## config.mk

```make
export PLATFORM = sky130hd
export DESIGN_NAME = mtss_cmp
export DESIGN_NICKNAME = d
export VERILOG_FILES = /design/src/hdl/mtss_pkg.sv /design/src/hdl/mtss_cmp.sv
export SDC_FILE = /design/constraint.sdc
export NUM_CORES = 1
export LEC_CHECK = 0
export BUFFER_PORTS_ARGS = -buffer_cell sky130_fd_sc_hd__clkbuf_2
export CORE_UTILIZATION = 45
export DETAILED_ROUTE_END_ITERATION = 6
export PLACE_DENSITY = 0.95
export SETUP_SLACK_MARGIN = 0.4
export SLEW_MARGIN = 15
export SYNTH_ARGS = -nofsm -noshare
export SYNTH_HDL_FRONTEND = slang
export SYNTH_SLANG_ARGS = --single-unit
```

## constraint.sdc

```tcl
create_clock -name vclk -period 3.9
set_clock_uncertainty 0.15 [all_clocks]
set_input_delay 0.195 -clock vclk [all_inputs]
set_output_delay 0.195 -clock vclk [all_outputs]
set_load 0.02 [all_outputs]
```

## src/hdl/mtss_pkg.sv

```systemverilog
`default_nettype none

package mtss_pkg;

  localparam int TableDepthDefault = 256;
  localparam int ValueWidthDefault = 32;

  localparam int LenW = 9;
  localparam int IdxW = 8;
  localparam int RawW = 32;

  // Register indexes of the configuration port.
  localparam logic CFG_SIGNED_MODE  = 1'b0;
  localparam logic CFG_TABLE_LENGTH = 1'b1;

  // Request operation codes.
  localparam logic OP_WRITE  = 1'b0;
  localparam logic OP_SEARCH = 1'b1;

  typedef struct packed {
    logic gt;
    logic lt;
  } cmp_res_t;

  typedef struct packed {
    logic we;
    logic re;
  } mem_ctl_t;

endpackage

`default_nettype wire

```

## src/hdl/mtss_cmp.sv

```systemverilog
`default_nettype none

module mtss_cmp #(
  parameter int VALUE_WIDTH = 32
) (
  input  wire logic                   signed_mode_i,
  input  wire logic [VALUE_WIDTH-1:0] a_i,
  input  wire logic [VALUE_WIDTH-1:0] b_i,
  output mtss_pkg::cmp_res_t          res_o
);

  import mtss_pkg::*;

  logic [VALUE_WIDTH-1:0] flip;
  logic [VALUE_WIDTH-1:0] ka;
  logic [VALUE_WIDTH-1:0] kb;

  // Flipping the sign bit maps two's complement order onto unsigned order.
  assign flip = {signed_mode_i, {(VALUE_WIDTH-1){1'b0}}};
  assign ka = a_i ^ flip;
  assign kb = b_i ^ flip;

  assign res_o.gt = (ka > kb);
  assign res_o.lt = (ka < kb);

endmodule

`default_nettype wire

```

== After elaboration in Yosys (flattened, before gate mapping) ==
Index checks and enable logic that the tools add are counted.
Widths: inputs -> output; s select.
Storage, ports and cells
  register bits: 0
  input port bits: 65
  output and inout port bits: 2
  word-level logic and storage cells: 4
Operators by class
  $lt $le $gt $ge: 2
  bitwise logic cells: 2
Operators with widths (count)
  $xor 32x32->32: 2
  $gt 32x32->1: 1
  $lt 32x32->1: 1

== Longest topological paths before layout ==
Gate-level depths: netlist of run 1.
  word-level depth: 2
  gate-level depth with buffers: 7
  depth with buffers taken out: 7

== Worst setup path after synthesis of run 1 ==
Ideal clock, no wire load.
  path kind: input -> output
  from: input b_i[14]
  to: output res_o[0] in the netlist's numbering
  arrival time: 1877 ps
  required time: 3555 ps
  slack: 1678 ps
  stages: 7
  buffers on the path: 0
  cell sequence: inv_1 > ha_1 > a21oi_2 > nand2_1 > a221o_1 > or3_1 > a221oi_2
RTL lines
  start: declaration: line mtss_cmp.sv:8  | input wire logic [VALUE_WIDTH-1:0] b_i,
  end: declaration: line mtss_cmp.sv:9  | output mtss_pkg::cmp_res_t res_o

==> results_dict.tcl, run 1 <==
set metrics [dict create \
    status "finished, final reports clean" \
    worst_ep_required_time_ns 3.56 \
    n_clock_buffer 0 \
    syn_nets 213 \
    synthTopCellsByArea "ha_1, inv_1, a21oi_1" \
    postCtsResizedCells 0 \
    grt_first_pass_wirelength_um 3000 \
    tightest_slew_ns 0.342 \
    dieWidth_um 45.6 \
    ys_seq_area_share_pct 0 \
    drv_cap 0 \
    num_rows 15 \
    synth-xor-area-share_pct 2.05 \
    overflow 0 \
    rsz0062_at_grt "no" \
    synth_warnings 0 \
    final-instance-count-excl-fill 208 \
    tns_ns 0 \
    synthToLayoutAreaGrowth_pct 42.9 \
    power_uw 126 \
    p_seq_share_pct 0 \
    internal-power_uw 66.2 \
    ant_nets 0 \
    hold_path.class "in -> out" \
    p_switching_uw 60.1 \
    drt-total-wl_um 2040 \
    share_comb_of_total_power_pct 100.0 \
    fmax_mhz 417 \
    relSlewSlack_pct 76.6 \
    min_period_over_period_pct 61.4 \
    final_net_count 282 \
    hold_viol 0 \
    peakVddDrop_v 0.0000758 \
    seq_area_sq_um 0 \
    initialDrtViolationCount 3 \
    fin_ws_ns 1.50 \
    drive_gt1_share_pct 38.8 \
    die_h_um 45.6 \
    p_per_area_nw_per_um2 103 \
    vias 1041 \
    drt-wirelength-per-cell_um 9.79 \
    grt.total_usage_pct 18.4 \
    yosys.area_share.simple_pct 15.4 \
    pre_cts_ws_ns 1.51 \
    worstSetupPathType "in -> out" \
    period_minus_slack_ns 2.40 \
    fillCellCount 149 \
    grt_max_degree 5 \
    cts-hold-fix-buffers 0 \
    antenna_found_initial 0 \
    netlist_instances 116 \
    fin_util_pct 70.0 \
    synth-adder-area-share_pct 46.9 \
    report.final.setup_viol 0 \
    synth_compound_area_share_pct 21.2 \
    synth_area_per_cell_sq_um 7.37 \
    grt_pass1_vias 940 \
    synth_top_family_by_area "adder cells" \
    drtPass1Iterations 3 \
    synth_area_leader_cell "ha_1" \
    synth_cell_types 27 \
    port_buffers 67 \
    ios 67 \
    antennaDiodeCount 0 \
    switching_share_pct 47.6 \
    cts_setup_buffers 0 \
    crit_fanout 3 \
    core-area_sq_um 1750 \
    seq_cell_count 0 \
    end_kind "output port" \
    p_leak_uw 0.000808 \
    power_frac_clock_pct 0 \
    drc 0 \
    initial_utilization_pct 49.0 \
    multi_input_area_sq_um 731 \
    synth.mux.area_fraction_pct 0 \
    synth.most_common_cell "inv_1" \
    arrival_ns 2.05 \
    dp.cells 208 \
    drv_slew 0 \
    synth_area_sq_um 855 \
    dpl.hpwl_um 1980 \
    start_kind "primary input" \
    gp_congestion 0.717 \
    routed_via_density 5.00 \
    yosysTopAreaCellShare_pct 46.9 \
    synth_commonest_cells "inv_1, ha_1, a21oi_1" \
    die-area_sq_um 2080 \
]
-- layer usage --
metal  routed length (um)  track usage [%]
met5                    0                0
met4                    0             1.82
met3                  107            0.794
met2                 1120             42.9
met1                  808             16.7
-- cells in the final DEF, fill, tap and decap left out, types with 2 or more instances in the layout --
master,instances
clkbuf_2,67
inv_1,33
ha_1,32
a21oi_1,11
nand4_1,6
nand2_1,6
nand3_1,3
and4_1,2
nor2_1,2
a221o_1,2
a21o_1,2
-- final timing paths --
kind,from,endpoint,slack (ns),cells past startpoint
max,b_i[14],res_o[0],1.50,9
min,a_i[23],res_o[0],0.81,5
-- logic make-up (layout without fill, tap and decap cells) --
| logic type | after synthesis | in the layout |
|---|---|---|
| buffers and inverters | 33 | 100 |
| adder cells (fa/ha/maj) | 32 | 32 |
| AO/OA/AOI/OAI | 26 | 26 |
| AND/OR/NAND/NOR | 23 | 23 |
| XOR/XNOR | 2 | 2 |
-- worst max-delay path: stages --
cell      delay, ns
clkbuf_2       0.08
inv_1          0.03
ha_1           0.31
a21oi_2        0.15
nand2_1        0.06
a221o_1        0.33
or3_1          0.41
a221oi_2       0.27
clkbuf_2       0.20
-- final cells by class --
class                      count  area share [%]
multi-input combinational     83            59.8
tap                           25            2.56
inverter                      33            10.1
timing repair buffer          67            27.5
-- power groups by stage --
| stage | registers, uW | clock network [uW] | logic (uW) |
|---|---|---|---|
| detailed placement | 0 | 0 | 127 |
| global placement | 0 | 0 | 119 |
| CTS | 0 | 0 | 128 |
| global route | 0 | 0 | 144 |
| floorplan | 0 | 0 | 74.1 |
| finish | 0 | 0 | 126 |
-- through the flow --
step,hold slack [ns],area [sq um]
4_1_cts,0.805,1220
5_1_grt,0.836,1220
6_report,0.807,1220
3_5_place_dp,0.811,1220
2_1_floorplan,0.583,855
3_3_place_gp,0.796,1220
Note: power is estimated with default switching activity, not from simulation.
==> inputs of run 2 (changes only) <==
- ABC_AREA: not set -> 1
- CORE_UTILIZATION: 45 -> 39
- PLACE_DENSITY: 0.95 -> 0.9
- clock period: 3.9 -> 1.9 ns (I/O delays scaled with it)
==> run 2 against run 1 <==
  * Hold slack got worse by 0.046 ns
  * Highest routed layer unchanged
  * Total power is 140% higher
  * Final area increased by 9.9%
  * Cell count is 14% higher
  * Count of clock-buffer cells in the layout unchanged
  * Synthesized cell count up 22%
  * Largest cell class unchanged
  * Die area up 19%
  * Flip-flop and latch count did not move
==> results_dict.tcl, run 2 <==
set metrics [dict create \
    core-area_sq_um 2040 \
    place_area_sq_um 1260 \
    drive_gt1_share_pct 38.6 \
    synthTopCellsByArea "ha_1, inv_1, nand2_1" \
    status "finished, final reports clean" \
    cts-hold-fix-buffers 0 \
    p_per_area_nw_per_um2 223 \
    gp_congestion 0.686 \
    fmax_mhz 567 \
    min_to "res_o[1]" \
    synth.mux.area_fraction_pct 0 \
    initialDrtViolationCount 7 \
    synth-adder-area-share_pct 45.1 \
    grt_pass1_vias 939 \
    power_uw 299 \
    port_buffers 67 \
    num_rows 16 \
    cp_cell_sequence "buf_6 > xor2_2 > ha_1 > nand2_2 > nor2_2 > and2_4 > nand3_4 > clkinv_2 > nand2_2 > a21oi_2 > clkbuf_8" \
    min-delay-start "b_i[0]" \
    synth_area_leader_cell "ha_1" \
    final_area_sq_um 1340 \
    overflow 0 \
    initial_utilization_pct 43.4 \
    synthToLayoutAreaGrowth_pct 51.3 \
    synth_cell_types 19 \
    tightest_slew_ns 0.248 \
    antennaDiodeCount 0 \
    min_path_cells 6 \
    pre_cts_ws_ns 0.109 \
    die_h_um 49.7 \
    met3_usage_pct 0.309 \
    synth_area_per_cell_sq_um 6.25 \
    drv_slew 0 \
    final_net_count 309 \
    cp_num_buf_inv 3 \
    p_leak_uw 0.000902 \
    dieWidth_um 49.7 \
    synth_commonest_cells "inv_1, nand2_1, ha_1" \
    drtPass1Iterations 4 \
    n_clock_buffer 0 \
    synth_warnings 0 \
    drt-wirelength-per-cell_um 8.26 \
    synth-xor-area-share_pct 1.97 \
    busiest_layer "met2" \
    hold_viol 0 \
    relSlewSlack_pct 83.4 \
    cpMostUsedCell "nand2_2" \
    multi_input_area_sq_um 787 \
    crit_fanout 2 \
    drc 0 \
    routed_via_density 4.48 \
    tns_ns 0 \
    end_kind "output port" \
    final_common_cell "clkbuf_2" \
    grt_first_pass_wirelength_um 3220 \
    ys_seq_area_share_pct 0 \
    ios 67 \
    start_kind "primary input" \
    seq_area_sq_um 0 \
    crit_family "simple AND/OR/NAND/NOR gates" \
    hold_path.class "in -> out" \
    arrival_ns 1.52 \
    synth_area_sq_um 887 \
    min_period_over_period_pct 92.8 \
    synth_top_family_by_area "adder cells" \
    antenna_found_initial 0 \
    period_minus_slack_ns 1.76 \
    dpl.hpwl_um 1780 \
    synth.most_common_cell "inv_1" \
    drt-total-wl_um 1960 \
    cp_slowest_stage_delay_ns 0.32 \
    final_cell_mix "clkbuf_2, inv_1, nand2_1, ha_1, a21oi_1" \
    grt_max_degree 4 \
    ant_nets 0 \
    use_met1_pct 17.6 \
    report.final.setup_viol 0 \
    netlist_instances 142 \
    grt.total_usage_pct 15.8 \
    use_met2_pct 34.0 \
    vias 1061 \
    drv_cap 0 \
    fillCellCount 201 \
    worst_ep_required_time_ns 1.65 \
    peakVddDrop_v 0.000162 \
    die-area_sq_um 2470 \
    worstSetupPathType "in -> out" \
    fin_ws_ns 0.137 \
    syn_nets 239 \
    synth_compound_area_share_pct 12.1 \
    yosysTopAreaCellShare_pct 45.1 \
    slowest_stage "ha_1" \
    rsz0062_at_grt "yes" \
    whs_ns 0.762 \
    yosys.area_share.simple_pct 24.7 \
    seq_cell_count 0 \
]
## run 2: cell count changes in the layout (fill, tap and decap cells not counted), sizes merged, moves of 3 or more
cell | previous run | this run
a21oi | 12 | 15
nor2 | 2 | 8
clkbuf | 67 | 64
nand2 | 6 | 34
inv | 33 | 37
nand4 | 6 | 1
buf | 0 | 4
## run 2: how the worst max path moves through the flow
stage	from	to	slack (ns)	cells past startpoint
floorplan	signed_mode_i	res_o[1]	0.40	9
global placement	signed_mode_i	res_o[1]	0.19	10
detailed placement	signed_mode_i	res_o[1]	0.11	10
CTS	signed_mode_i	res_o[1]	0.18	11
global route	a_i[31]	res_o[1]	0.05	11
finish	a_i[31]	res_o[1]	0.14	11
## run 2: layout make-up
type / count / share of cell area [%]
Tap cell: 27 / 2.52
Timing Repair Buffer: 68 / 28.1
Inverter: 38 / 10.7
Multi-Input combinational cell: 104 / 58.6
## run 2: metal layers
layer	part of all wire (%)	up-vias	wire, um
li1	-	583	-
met1	44	438	856
met2	49	40	967
met3	6.8	0	134
met4	0	0	0
met5	0	-	0
## run 2: power by group
group          total [uW]  switching, uW  leakage [uW]  internal, uW
registers               0              0             0             0
logic                 299            140      0.000902           159
clock network           0              0             0             0
## run 2: cells by family after synthesis
kind of cell | count (synthesis)
compound gates | 20
xor+xnor | 2
fa+ha+maj | 32
buf+inv | 38
simple gates | 50
## run 2: through the flow
stage                     utilization (%)  instances
after global routing                 65.7        237
after detailed placement             61.7        236
final                                65.7        237
after floorplan                         -        142
after CTS                            64.6        237
after global placement               61.7        236
## run 2: timing repair
item	CTS	global route
buffers inserted	1	0
endpoints found under the setup margin	2	2
gates resized for setup	12	6
pin swaps	8	2
==> inputs of run 3 (changes only) <==
- CORE_MARGIN: not set -> 5
==> run 3 against run 2 <==
  * Hold slack improved by 0.0077 ns
  * Utilization decreased by 4.9 points
  * Critical path type unchanged
  * Sequential share of layout area is the same
  * Worst setup slack improved by 0.031 ns
  * Non-clock buffer count grew 1
  * Count of clock-buffer cells in the layout did not move
  * First-iteration DRC count stayed put
  * Total power fell by 3.0%
  * Global-route usage fell by 3.9 points
  * Cell count increased by 0.84%
  * Maximum frequency rose by 1.8%
  * Via count fell by 0.85%
==> results_dict.tcl, run 3 (same netlist as run 2, synthesis figures left out) <==
set metrics [dict create \
    pre_cts_ws_ns 0.135 \
    grt_first_pass_wirelength_um 3430 \
    hold_viol 0 \
    arrival_ns 1.49 \
    start_kind "primary input" \
    routed_via_density 4.40 \
    internal-power_uw 155 \
    p_seq_share_pct 0 \
    fmax_mhz 577 \
    power_uw 290 \
    fillCellCount 232 \
    grt_pass1_vias 1008 \
    p_per_area_nw_per_um2 218 \
    period_minus_slack_ns 1.73 \
    grt.total_usage_pct 11.9 \
    rsz0062_at_grt "yes" \
    synthToLayoutAreaGrowth_pct 50.2 \
    drc 0 \
    drive_gt1_share_pct 38.4 \
    antenna_found_initial 0 \
    ios 67 \
    final_net_count 310 \
    die-area_sq_um 3330 \
    drtPass1Iterations 2 \
    report.final.setup_viol 0 \
    worstSetupPathType "in -> out" \
    p_switching_uw 135 \
    gp_congestion 0.715 \
    final_common_cell "clkbuf_2" \
    initial_utilization_pct 40.5 \
    antennaDiodeCount 0 \
    tightest_slew_ns 0.233 \
    status "finished, final reports clean" \
    share_comb_of_total_power_pct 100.0 \
    drv_slew 0 \
    multi_input_area_sq_um 779 \
    vias 1052 \
    p_leak_uw 0.000903 \
    tns_ns 0 \
    port_buffers 67 \
    final_cell_mix "clkbuf_2, inv_1, nand2_1, ha_1, a21oi_1" \
    end_kind "output port" \
    hold_path.class "in -> out" \
    initialDrtViolationCount 7 \
    crit_fanout 2 \
    die_h_um 57.7 \
    dpl.hpwl_um 2010 \
    peakVddDrop_v 0.000196 \
    num_rows 17 \
    ant_nets 0 \
    drt-wirelength-per-cell_um 8.67 \
    n_clock_buffer 0 \
    seq_area_sq_um 0 \
    power_frac_clock_pct 0 \
    seq_cell_count 0 \
    min_period_over_period_pct 91.1 \
    dieWidth_um 57.7 \
    overflow 0 \
    drt-total-wl_um 2070 \
    switching_share_pct 46.5 \
    relSlewSlack_pct 84.4 \
    core-area_sq_um 2190 \
    drv_cap 0 \
    worst_ep_required_time_ns 1.65 \
    min_path_cells 6 \
    fin_ws_ns 0.168 \
    grt_max_degree 4 \
]
[run 3: cell count changes in the layout (fill, tap and decap cells not counted)]
cell | before | now
xor2_2 | 1 | 0
clkbuf_2 | 63 | 64
clkbuf_8 | 1 | 2
buf_4 | 1 | 2
xor2_1 | 0 | 1
buf_8 | 2 | 0
[run 3: final timing paths]
check,start,endpoint
setup / recovery,signed_mode_i,res_o[1]
hold / removal,b_i[0],res_o[1]
[run 3: metrics by stage]
step	std cells	instance area [sq um]	hold WS (ns)	util, %
floorplan	142	891	0.546	-
finish	239	1330	0.770	60.8
CTS	237	1310	0.772	59.7
global placement	237	1260	0.762	57.6
detailed placement	237	1260	0.767	57.6
global route	239	1330	0.814	60.8
[run 3: power groups by stage]
stage               registers, uW  clock network (uW)  logic [uW]
finish                          0                   0         290
global route                    0                   0         336
CTS                             0                   0         278
detailed placement              0                   0         260
global placement                0                   0         252
floorplan                       0                   0         157
[run 3: layout make-up]
type,instances,share of cell area [%]
multi-input cells,104,58.5
repair buffers,69,28.1
inverters,38,10.8
well taps,28,2.63
[run 3: critical path, cell delays in order]
cell	delay (ns)
clkbuf_8	0.12
xor2_1	0.14
ha_1	0.31
nand2_2	0.07
nor2_2	0.10
and2_4	0.17
nand3_4	0.07
clkinv_2	0.06
nand2_2	0.05
a21oi_2	0.15
clkbuf_8	0.16
[run 3: layer usage]
metal / vias to the layer above / routed length, um / track usage [%]
met5: - / 0 / 0
met4: 0 / 0 / 0
met3: 0 / 195 / 1.11
met2: 33 / 1090 / 25.6
met1: 433 / 787 / 12.8
li1: 586 / - / -
[run 3: repair_timing]
| item | 4_1_cts | 5_1_grt |
|---|---|---|
| setup buffers | 0 | 2 |
| pin swaps | 7 | 0 |
| hold buffers | 0 | 0 |
| gates resized for setup | 10 | 4 |
| endpoints found under the setup margin | 2 | 2 |
