**src/hdl/mtss_pkg.sv**
```systemverilog
`default_nettype none

package mtss_pkg;

  localparam int TableDepthDefault = 256;
  localparam int ValueWidthDefault = 32;

  localparam int LenW = 9;
  localparam int IdxW = 8;
  localparam int RawW = 32;

  // Register indexes of the configuration port.
  localparam logic CFG_SIGNED_MODE  = 1'b0;
  localparam logic CFG_TABLE_LENGTH = 1'b1;

  // Request operation codes.
  localparam logic OP_WRITE  = 1'b0;
  localparam logic OP_SEARCH = 1'b1;

  typedef struct packed {
    logic gt;
    logic lt;
  } cmp_res_t;

  typedef struct packed {
    logic we;
    logic re;
  } mem_ctl_t;

endpackage

`default_nettype wire

```
**src/hdl/mtss_seq.sv**
```systemverilog
`default_nettype none

module mtss_seq #(
  parameter int TABLE_DEPTH = 256,
  parameter int VALUE_WIDTH = 32,
  localparam int AddrW = (TABLE_DEPTH > 1) ? $clog2(TABLE_DEPTH) : 1
) (
  input  wire logic                        clk_i,
  input  wire logic                        rst_ni,
  input  wire logic                        in_valid_i,
  output logic                             in_ready_o,
  input  wire logic                        operation_i,
  input  wire logic [mtss_pkg::IdxW-1:0]   entry_index_i,
  input  wire logic [VALUE_WIDTH-1:0]      entry_value_i,
  input  wire logic [VALUE_WIDTH-1:0]      search_key_i,
  input  wire logic [mtss_pkg::LenW-1:0]   length_i,
  output mtss_pkg::mem_ctl_t               mem_ctl_o,
  output logic      [AddrW-1:0]            waddr_o,
  output logic      [VALUE_WIDTH-1:0]      wdata_o,
  output logic      [AddrW-1:0]            raddr_o,
  input  wire logic [VALUE_WIDTH-1:0]      rdata_i,
  output logic      [VALUE_WIDTH-1:0]      cmp_a_o,
  output logic      [VALUE_WIDTH-1:0]      cmp_b_o,
  input  mtss_pkg::cmp_res_t               cmp_i,
  output logic                             out_valid_o,
  input  wire logic                        out_ready_i,
  output logic      [mtss_pkg::LenW-1:0]   segment_index_o,
  output logic                             not_found_o
);

  import mtss_pkg::*;

  typedef enum logic [2:0] {
    S_IDLE,
    S_FIRST,
    S_SECOND,
    S_LAST,
    S_CLAST,
    S_SCAN,
    S_DONE
  } state_e;

  state_e                 state_q;
  logic [VALUE_WIDTH-1:0] key_q;
  logic [VALUE_WIDTH-1:0] first_q;
  logic [VALUE_WIDTH-1:0] last_q;
  logic                   desc_q;
  logic                   prev_ok_q;
  logic [LenW-1:0]        idx_q;
  logic [LenW-1:0]        n_q;
  logic [LenW-1:0]        res_seg_q;
  logic                   res_nf_q;

  logic accept;
  logic toward_first;
  logic inside_side;
  logic beyond;

  assign in_ready_o = (state_q == S_IDLE);
  assign accept     = in_valid_i && in_ready_o;

  // Key relative to the compared entry, in the direction of the table.
  assign toward_first = desc_q ? !cmp_i.lt : !cmp_i.gt;
  assign inside_side  = desc_q ? !cmp_i.gt : !cmp_i.lt;
  assign beyond       = !inside_side;

  always_comb begin
    mem_ctl_o = '0;
    waddr_o   = AddrW'(entry_index_i);
    wdata_o   = entry_value_i;
    raddr_o   = '0;
    cmp_a_o   = key_q;
    cmp_b_o   = rdata_i;
    case (state_q)
      S_IDLE: begin
        if (accept) begin
          if (operation_i == OP_WRITE) begin
            mem_ctl_o.we = (32'(entry_index_i) < TABLE_DEPTH);
          end else begin
            mem_ctl_o.re = 1'b1;
          end
        end
      end
      S_FIRST: begin
        mem_ctl_o.re = 1'b1;
        raddr_o      = AddrW'(1);
      end
      S_SECOND: begin
        cmp_a_o      = first_q;
        mem_ctl_o.re = 1'b1;
        raddr_o      = AddrW'(n_q - LenW'(1));
      end
      S_LAST: begin
        cmp_b_o = first_q;
      end
      S_CLAST: begin
        cmp_b_o      = last_q;
        mem_ctl_o.re = 1'b1;
        raddr_o      = AddrW'(1);
      end
      S_SCAN: begin
        mem_ctl_o.re = 1'b1;
        raddr_o      = AddrW'(idx_q + LenW'(1));
      end
      default: begin
      end
    endcase
  end

  always_ff @(posedge clk_i or negedge rst_ni) begin
    if (!rst_ni) begin
      state_q         <= S_IDLE;
      key_q           <= '0;
      first_q         <= '0;
      last_q          <= '0;
      desc_q          <= 1'b0;
      prev_ok_q       <= 1'b0;
      idx_q           <= '0;
      n_q             <= '0;
      res_seg_q       <= '0;
      res_nf_q        <= 1'b0;
      out_valid_o     <= 1'b0;
      segment_index_o <= '0;
      not_found_o     <= 1'b0;
    end else begin
      // In S_DONE the valid flag is driven by the load of the output register.
      if (out_valid_o && out_ready_i && (state_q != S_DONE)) begin
        out_valid_o <= 1'b0;
      end
      case (state_q)
        S_IDLE: begin
          if (accept && (operation_i == OP_SEARCH)) begin
            key_q   <= search_key_i;
            n_q     <= length_i;
            state_q <= S_FIRST;
          end
        end
        S_FIRST: begin
          first_q <= rdata_i;
          state_q <= S_SECOND;
        end
        S_SECOND: begin
          desc_q  <= cmp_i.gt;
          state_q <= S_LAST;
        end
        S_LAST: begin
          last_q <= rdata_i;
          if (toward_first) begin
            res_seg_q <= '0;
            res_nf_q  <= 1'b0;
            state_q   <= S_DONE;
          end else begin
            state_q <= S_CLAST;
          end
        end
        S_CLAST: begin
          if (inside_side) begin
            res_seg_q <= n_q - LenW'(1);
            res_nf_q  <= 1'b0;
            state_q   <= S_DONE;
          end else begin
            // The key lies past entry 0, so segment 0 starts open.
            idx_q     <= LenW'(1);
            prev_ok_q <= 1'b1;
            state_q   <= S_SCAN;
          end
        end
        S_SCAN: begin
          if (prev_ok_q && beyond) begin
            res_seg_q <= idx_q - LenW'(1);
            res_nf_q  <= 1'b0;
            state_q   <= S_DONE;
          end else if (idx_q == (n_q - LenW'(1))) begin
            res_seg_q <= n_q;
            res_nf_q  <= 1'b1;
            state_q   <= S_DONE;
          end else begin
            prev_ok_q <= inside_side;
            idx_q     <= idx_q + LenW'(1);
          end
        end
        S_DONE: begin
          if (!out_valid_o || out_ready_i) begin
            out_valid_o     <= 1'b1;
            segment_index_o <= res_seg_q;
            not_found_o     <= res_nf_q;
            state_q         <= S_IDLE;
          end
        end
        default: begin
          state_q <= S_IDLE;
        end
      endcase
    end
  end

endmodule

`default_nettype wire

```
**config.mk**
```make
export PLATFORM = sky130hd
export DESIGN_NAME = mtss_seq
export DESIGN_NICKNAME = d
export VERILOG_FILES = /design/src/hdl/mtss_pkg.sv /design/src/hdl/mtss_seq.sv
export SDC_FILE = /design/constraint.sdc
export NUM_CORES = 1
export LEC_CHECK = 0
export BUFFER_PORTS_ARGS = -buffer_cell sky130_fd_sc_hd__buf_2
export CAP_MARGIN = 20
export CORE_MARGIN = 1
export CORE_UTILIZATION = 45
export CTS_CLUSTER_DIAMETER = 30
export CTS_CLUSTER_SIZE = 16
export DETAILED_ROUTE_END_ITERATION = 8
export PLACE_DENSITY = 0.74
export SKIP_CTS_REPAIR_TIMING = 1
export SLEW_MARGIN = 10
export SYNTH_ARGS = -nofsm -noshare
export SYNTH_HDL_FRONTEND = slang
export SYNTH_SLANG_ARGS = --single-unit
```
**constraint.sdc**
```tcl
create_clock -name clk_i -period 2.8 [get_ports clk_i]
set_input_delay 0 -clock clk_i [delete_from_list [all_inputs] [get_ports clk_i]]
set_output_delay 0 -clock clk_i [all_outputs]
set_load 0.05 [all_outputs]
```
* Word level (Yosys, flattened, before mapping)
Cells that the tools add are included.
** Word-level totals
- Word-level logic and storage cells :: 90
- Bits in registers :: 140
- Output and inout port bits :: 126
- Bits of input ports :: 120
** Operators by class
- Equality and inequality tests :: 16
- Add/sub/neg operators :: 3
- Mux-type cells :: 38
- Reduce and logical (&&, ||, !) cells :: 20
** Operators by type and width (number)
- $pmux 32 s2 :: 1
- $mux 9 :: 7
- $mux 32 :: 1
- $pmux 9 s3 :: 1
- $pmux 8 s3 :: 1
- $pmux 3 s7 :: 1
- $pmux 9 s2 :: 1
- $sub 9x1->9 const B :: 2
- $mux 1 :: 15
- $mux 3 :: 4
- $ne 2x2->1 const B :: 6
- $add 9x1->9 const B :: 1
- $eq 3x3->1 const B :: 3
- $eq 9x9->1 :: 1
- $reduce_and 4->1 :: 2
- $eq 3x2->1 const B :: 2
- $mux 2 :: 3
- $ne 3x3->1 const B :: 2
- $logic_and 1x1->1 :: 5
- $logic_not 1->1 :: 4
- $pmux 1 s2 :: 2
- $reduce_and 2->1 :: 2
- $reduce_or 4->1 :: 1
- $eq 3x1->1 const B :: 1
- 8 further kinds :: 8

* Depth between registers and ports, before layout
Gate-level depths: netlist (run 1).
- Word-level depth :: 6
- Depth in mapped cells :: 11
- Gate-level depth less buffers :: 8

* Least setup slack after synthesis (run 1)
No wires, ideal clock.
- Kind :: register to register
- Start point :: register state_q[1]
- End point :: register key_q[10]
- Slack :: -0.059 ns
- Clock period less this slack :: 2.859 ns
- Setup time :: 0.125 ns
- Path buffers :: 2
- Cell stages (with the launch flop) :: 6
- Data required time :: 2.675 ns
- Arrival :: 2.735 ns
- Cell sequence :: dfrtp_1 -> clkbuf_1 -> nor3_1 -> nand3_1 -> clkbuf_1 -> mux2_2
** Between the ends
- Word-level cells in the longest chain between the ends :: 4
** RTL lines
- start, declared :: line mtss_seq.sv:43 : state_e state_q;
- start signal, assigned :: line mtss_seq.sv:112 : state_q <= S_IDLE;
- start signal, assigned :: line mtss_seq.sv:135 : state_q <= S_FIRST;
- start signal, assigned :: line mtss_seq.sv:140 : state_q <= S_SECOND;
- $logic_not 3->1 * :: line mtss_seq.sv:59 : assign in_ready_o = (state_q == S_IDLE);
- via in_ready_o :: line mtss_seq.sv:11 : output logic in_ready_o,
- $logic_and 1x1->1 :: line mtss_seq.sv:60 : assign accept = in_valid_i && in_ready_o;
- $logic_and 1x1->1 :: line mtss_seq.sv:132 : if (accept && (operation_i == OP_SEARCH)) begin
- $reduce_and 2->1 (no line) *
- end signal, assigned :: line mtss_seq.sv:133 : key_q <= search_key_i;
- end, declared :: line mtss_seq.sv:44 : logic [VALUE_WIDTH-1:0] key_q;
The timed path passes the listed nets; every way through them passes the cells marked *.
A chain may end at the register's enable or synchronous reset.

* Worst setup path in the final report (run 1)
- Start point :: register n_q[1]
- End point :: register res_seg_q[2]
** Between the ends
- Word-level cells in the longest chain between the ends :: 4
- Elaborated cells between the ends (all ways) :: 6
- Those cells by class :: add/sub (1); eq/ne (2); mux (2); reduce/logical (1)
** RTL lines
- start, declared :: line mtss_seq.sv:50 : logic [LenW-1:0] n_q;
- start signal, assigned :: line mtss_seq.sv:134 : n_q <= length_i;
- $sub 9x1->9 * :: line mtss_seq.sv:158, mtss_seq.sv:173
- $eq 9x9->1 :: line mtss_seq.sv:173 : end else if (idx_q == (n_q - LenW'(1))) begin
- $ne 3x3->1 (no line)
- $reduce_and 4->1 (no line)
- end signal, assigned :: line mtss_seq.sv:158 : res_seg_q <= n_q - LenW'(1);
- end signal, assigned :: line mtss_seq.sv:170 : res_seg_q <= idx_q - LenW'(1);
- end signal, assigned :: line mtss_seq.sv:174 : res_seg_q <= n_q;
- end, declared :: line mtss_seq.sv:51 : logic [LenW-1:0] res_seg_q;
Every way passes the cells marked *; elsewhere a longest branch is shown, timed or not. The select of a mux whose other input is x is not followed.

==> results of run 1 <==
==> layout make-up <==
class / count / area [sq um] / share of cell area (%)
well taps: 220 / 275 / 2.75
clock inverters: 12 / 87.6 / 0.874
multi-input cells: 627 / 3780 / 37.7
repair buffers: 278 / 1900 / 18.9
inverters: 9 / 33.8 / 0.337
clock buffers: 20 / 447 / 4.46
flip-flops and latches: 140 / 3500 / 35.0
==> cells by family (layout without fill, tap and decap cells) <==
family          after synthesis  after routing  share of synthesized area, %
compound gates              121            121                          10.5
flops                       140            140                          44.8
xor+xnor                     25             25                          2.80
simple gates                387            387                          21.1
fa+ha+maj                     3              3                         0.480
mux                          91             91                          13.0
buf+inv                     108            319                          7.36
==> power by group through the flow <==
stage	clock network, mW	logic, mW	registers (mW)
final	2.07	7.81	3.68
after detailed placement	0	7.66	3.69
after global routing	2.18	8.31	3.81
after floorplan	0	6.05	3.51
after global placement	0	7.57	3.65
after CTS	2.11	7.69	3.67
==> per-stage QoR <==
step	setup WS (ns)	cell area [sq um]	utilization [%]	cells
floorplan	0.277	7820	-	875
global placement	0.164	8710	52.0	1198
detailed placement	0.121	8710	52.0	1198
finish	0.196	10000	59.8	1306
global route	0.0458	10000	59.8	1306
CTS	0.100	9240	55.1	1230
==> cell usage after synthesis, types with 4 or more instances <==
| cell | number | share of area (%) |
|---|---|---|
| nand2_1 | 302 | 15 |
| dfrtp_1 | 140 | 45 |
| mux2_2 | 77 | 11 |
| clkbuf_1 | 45 | 2.2 |
| buf_4 | 43 | 4.1 |
| a22oi_1 | 32 | 3.1 |
| nor2_1 | 25 | 1.2 |
| a21oi_1 | 21 | 1.3 |
| xnor2_1 | 19 | 2.1 |
| o22ai_1 | 16 | 1.3 |
| nand3_1 | 11 | 0.70 |
| o21ai_0 | 11 | 0.70 |
| buf_1 | 9 | 0.43 |
| inv_1 | 9 | 0.43 |
| mux2_1 | 8 | 1.2 |
| nor3_1 | 8 | 0.51 |
| a31oi_1 | 7 | 0.56 |
| mux2i_1 | 6 | 0.77 |
| o21ai_1 | 6 | 0.38 |
| xor2_1 | 6 | 0.67 |
| and3_1 | 5 | 0.40 |
| nor2b_1 | 5 | 0.40 |
| o32ai_1 | 5 | 0.56 |
| a22o_1 | 4 | 0.45 |
| nor3b_1 | 4 | 0.38 |
==> per-layer routing <==
| metal | vias up | share of wire [%] | GRT usage, % |
|---|---|---|---|
| met3 | 43 | 7.2 | 6.88 |
| met1 | 3319 | 41 | 28.8 |
| li1 | 3323 | - | - |
| met2 | 278 | 49 | 39.5 |
| met4 | 0 | 2.5 | 9.28 |
| met5 | - | 0 | 0 |
==> state kept, by name, summed over array words and instances, names as in the netlist, 3 cells and up <==
signal	flops
first_q	32
idx_q	9
key_q	32
last_q	32
n_q	9
res_seg_q	9
segment_index_o	9
state_q	3
==> worst max path at each step <==
stage | start | end | cells after the start
floorplan | n_q[0] | res_seg_q[0] | 11
global placement | n_q[0] | res_seg_q[7] | 8
detailed placement | n_q[1] | res_seg_q[2] | 8
CTS | n_q[1] | res_seg_q[2] | 8
global route | n_q[1] | res_seg_q[2] | 8
finish | n_q[1] | res_seg_q[2] | 8
==> flow_metrics.py, run 1 <==
metrics = {
    "run_status": {
        "run_status": "finished, final reports clean",
    },
    "placed_design": {
        "gp_congestion": 0.986,
        "port_buffers": 165,
        "dp_hpwl_mm": 14.7,
    },
    "sta": {
        "rsz0062_at_grt": "false",
        "hold_violations": 0,
        "holdWs_ns": 0.0000166,
        "tns_ns": 0,
        "post-route-period-util_pct": 93.0,
        "slew-limit-headroom_pct": 49.0,
        "min_period_ns": 2.60,
        "setup_viol": 0,
        "worst_pin_slew_ns": 0.764,
        "drv_slew": 0,
        "fin_skew_ns": 0.0113,
        "clock.fmax_ghz": 0.384,
    },
    "clock_network": {
        "clock_path_buffers": 2,
        "path_clk_slew_ns": 0.06,
        "cts_root_buf": "clkbuf_16",
        "cts_made_buffers": 17,
        "clk_latency_ns": 0.42,
        "cts_tree": "done",
        "htreeDepth": 4,
        "clock-sinks": 140,
    },
    "yosys": {
        "yosysUniqueCellTypes": 59,
        "avgSynthCellArea_sq_um": 8.93,
        "ys_warn_count": 0,
        "synth_area_sq_mm": 0.00782,
        "synth_edf_count": 0,
        "synth_nets": 998,
        "async_flop_share_pct": 100,
        "synth_seq_cells": 140,
        "synthFlopType": "dfrtp_1",
        "seq_area_frac_synth_pct": 44.8,
        "synth_cells": 875,
    },
    "worst_setup_path": {
        "cp-end-kind": "flop",
        "worst-r2r-setup-slack_ns": 0.20,
        "path_max_fanout": 9,
        "crit_buf_inv": 1,
        "start_kind": "flop",
        "cp_cell_sequence": "inv_1, ha_1, or4b_4, a22o_1, nor4_4, and3_1, and3_2, o22ai_1",
        "timing.rr.end": "res_seg_q[2]",
        "crit_type": "flop to flop",
        "cp_slowest_stage_delay_ns": 0.49,
        "crit_path_top_delay_cell": "or4b_4",
        "rr_startpoint": "n_q[1]",
        "critical-path-top-delay-family": "simple AND/OR/NAND/NOR gates",
        "crit_arrival_ns": 2.88,
        "worst-r2r-cell-count": 8,
        "cp.required_ns": 3.08,
    },
    "floorplanning": {
        "core_sq_mm": 0.0168,
        "start_util_pct": 46.6,
        "die_h_um": 134,
        "io_pins": 246,
        "die_width_um": 134,
        "rows": 47,
        "die_area_sq_mm": 0.0179,
    },
    "flow_run": {
        "cap_violations": 0,
    },
    "drt": {
        "antenna_left": 0,
        "num_vias": 6963,
        "wire_per_inst_um": 16.6,
        "dr.pass1.iters": 5,
        "via_per_inst": 5.33,
        "drtIter0Drc": 408,
        "remaining_drc_errors": 0,
        "drt_wl_total_mm": 21.6,
    },
    "global_route": {
        "grt_pass1_vias": 6542,
        "gr-total-overflow": 0,
        "grt_antenna_before_repair": 0,
        "grt_max_degree": 76,
        "grt_use_total_pct": 23.7,
        "grt_pass1_wl_mm": 33.1,
    },
    "power_and_ir_drop": {
        "seqPwrFrac_pct": 27.2,
        "p_sw_mw": 7.07,
        "p_per_area_mw_per_mm2": 1350,
        "p_leak_nw": 4.95,
        "p_clk_share_pct": 15.2,
        "fin_total_pwr_mw": 13.6,
        "power_frac_comb_pct": 57.6,
        "switching_share_pct": 52.1,
        "peakVddDrop_mv": 0.932,
        "p_int_mw": 6.49,
    },
    "worst_hold_path": {
        "hold_start": "entry_value_i[5]",
        "hold_depth": 0,
        "hold_path_end": "wdata_o[5]",
        "hp-class": "input port to primary output",
    },
    "finish": {
        "area_delta_synth_final_pct": 28.2,
        "diodes": 0,
        "fill_cells": 1425,
        "nets": 1196,
        "drive_gt1_share_pct": 30.0,
        "final_cell_mix": "302 x nand2_1, 164 x buf_2, 140 x dfrtp_1",
        "layout_commonest_cell": "nand2_1",
    },
}
Note: power is estimated with default switching activity, not from simulation.
==> inputs of run 2 (changes only) <==
--- a/config.mk
+++ b/config.mk
@@ -6,13 +6,12 @@
 export NUM_CORES = 1
 export LEC_CHECK = 0
 export BUFFER_PORTS_ARGS = -buffer_cell sky130_fd_sc_hd__buf_2
-export CAP_MARGIN = 20
 export CORE_MARGIN = 1
-export CORE_UTILIZATION = 45
+export CORE_UTILIZATION = 46
 export CTS_CLUSTER_DIAMETER = 30
 export CTS_CLUSTER_SIZE = 16
 export DETAILED_ROUTE_END_ITERATION = 8
-export PLACE_DENSITY = 0.74
+export PLACE_DENSITY = 0.73
 export SKIP_CTS_REPAIR_TIMING = 1
 export SLEW_MARGIN = 10
 export SYNTH_ARGS = -nofsm -noshare
==> flow_metrics.py, run 2 (synthesized netlist as in run 1, its figures left out) <==
metrics = {
    "sta": {
        "slew-limit-headroom_pct": 52.9,
        "drv_slew": 0,
        "rsz0062_at_grt": "false",
        "setup_viol": 0,
        "tns_ns": 0,
        "fin_skew_ns": 0.00729,
        "clock.fmax_ghz": 0.378,
        "hold_violations": 0,
        "post-route-period-util_pct": 94.5,
        "worst_pin_slew_ns": 0.705,
        "min_period_ns": 2.64,
    },
    "worst_setup_path": {
        "crit_arrival_ns": 2.93,
        "cp-end-kind": "flop",
        "cp_slowest_stage_delay_ns": 0.50,
        "crit_type": "flop to flop",
        "start_kind": "flop",
        "path_max_fanout": 9,
        "worst-r2r-cell-count": 8,
        "cp_cell_sequence": "inv_1, ha_1, or4b_4, a22o_1, nor4_4, and3_1, and3_2, o22ai_1",
        "crit_path_top_delay_cell": "or4b_4",
        "cp.required_ns": 3.09,
    },
    "floorplanning": {
        "die_width_um": 132,
        "io_pins": 246,
        "die_h_um": 132,
        "start_util_pct": 47.1,
        "core_sq_mm": 0.0166,
        "rows": 47,
        "die_area_sq_mm": 0.0175,
    },
    "power_and_ir_drop": {
        "seqPwrFrac_pct": 26.0,
        "p_int_mw": 6.84,
        "p_clk_share_pct": 16.7,
        "fin_total_pwr_mw": 13.9,
        "peakVddDrop_mv": 1.25,
        "p_sw_mw": 7.05,
        "switching_share_pct": 50.8,
        "p_per_area_mw_per_mm2": 1370,
        "p_leak_nw": 5.01,
        "power_frac_comb_pct": 57.2,
    },
    "clock_network": {
        "clock-sinks": 140,
        "htreeDepth": 4,
        "cts_root_buf": "clkbuf_16",
        "cts_made_buffers": 17,
        "path_clk_slew_ns": 0.06,
        "clk_latency_ns": 0.42,
        "cts_tree": "done",
        "clock_path_buffers": 2,
    },
    "drt": {
        "drt_wl_total_mm": 21.8,
        "num_vias": 6927,
        "wire_per_inst_um": 16.7,
        "antenna_left": 0,
        "via_per_inst": 5.30,
        "dr.pass1.iters": 5,
        "drtIter0Drc": 459,
        "remaining_drc_errors": 0,
    },
    "global_route": {
        "grt_max_degree": 77,
        "grt_pass1_vias": 6689,
        "grt_use_total_pct": 24.4,
        "grt_pass1_wl_mm": 33.9,
        "gr-total-overflow": 0,
        "grt_antenna_before_repair": 0,
    },
    "flow_run": {
        "cap_violations": 0,
    },
    "finish": {
        "nets": 1198,
        "area_delta_synth_final_pct": 29.4,
        "final_cell_mix": "302 x nand2_1, 164 x buf_2, 140 x dfrtp_1",
        "layout_commonest_cell": "nand2_1",
        "drive_gt1_share_pct": 30.0,
        "diodes": 0,
        "reg.largest.list": "first_q x32, key_q x32, last_q x32",
    },
    "placed_design": {
        "dp_hpwl_mm": 14.1,
        "port_buffers": 165,
        "gp_congestion": 0.944,
    },
    "run_status": {
        "run_status": "finished, final reports clean",
    },
    "worst_hold_path": {
        "hp-class": "input port to primary output",
        "hold_depth": 0,
    },
}
## run 2: power groups by stage
stage | sequential, mW | combinational [mW] | clock (mW)
2_1_floorplan | 3.51 | 6.05 | 0
3_3_place_gp | 3.59 | 7.72 | 0
3_5_place_dp | 3.62 | 7.82 | 0
4_1_cts | 3.60 | 7.84 | 2.37
5_1_grt | 3.74 | 8.52 | 2.45
6_report | 3.62 | 7.95 | 2.33
## run 2: area by class of cell
cell class | instances | area (sq um)
clock buffers | 21 | 460
clock inverters | 9 | 138
fillers | 1458 | 6470
inverters | 9 | 33.8
repair buffers | 280 | 1940
multi-input cells | 627 | 3770
well taps | 220 | 275
flip-flops and latches | 140 | 3500
## run 2: routing by layer
layer  wire (um)  vias to the layer above  GRT usage (%)
li1            -                     3325              -
met1        9260                     3316           30.4
met2       10500                      244           40.2
met3        1530                       42           7.57
met4         435                        0           7.60
met5           0                        -              0
## run 2: stage by stage
stage / setup WS [ns] / hold WS [ns] / std cells / util [%] / cell area (sq um)
2_1_floorplan: 0.277 / -0.296 / 875 / - / 7820
3_3_place_gp: 0.158 / -0.112 / 1200 / 52.8 / 8750
3_5_place_dp: 0.0644 / -0.114 / 1200 / 52.8 / 8750
4_1_cts: 0.00142 / -0.559 / 1230 / 56.4 / 9350
5_1_grt: 0.0200 / 0.0000769 / 1306 / 61.0 / 10100
6_report: 0.155 / 0.0000220 / 1306 / 61.0 / 10100
## run 2: critical path, delay by kind of cell, from the launching register on
| family | cells | cell delay (ns) |
|---|---|---|
| simple gates | 4 | 1.49 |
| buf+inv | 1 | 0.06 |
| fa+ha+maj | 1 | 0.21 |
| compound gates | 2 | 0.37 |
| flops | 1 | 0.37 |
## run 2: worst paths after layout
check | start | to | slack [ns]
max | n_q[0] | res_seg_q[0] | 0.16
min | entry_index_i[5] | waddr_o[5] | 0.00002
max reg2reg | n_q[0] | res_seg_q[0] | 0.16
min reg2reg | last_q[8] | last_q[8] | 0.48
max in group asynchronous | rst_ni | last_q[3] | 1.97
min in group asynchronous | rst_ni | n_q[7] | 0.01
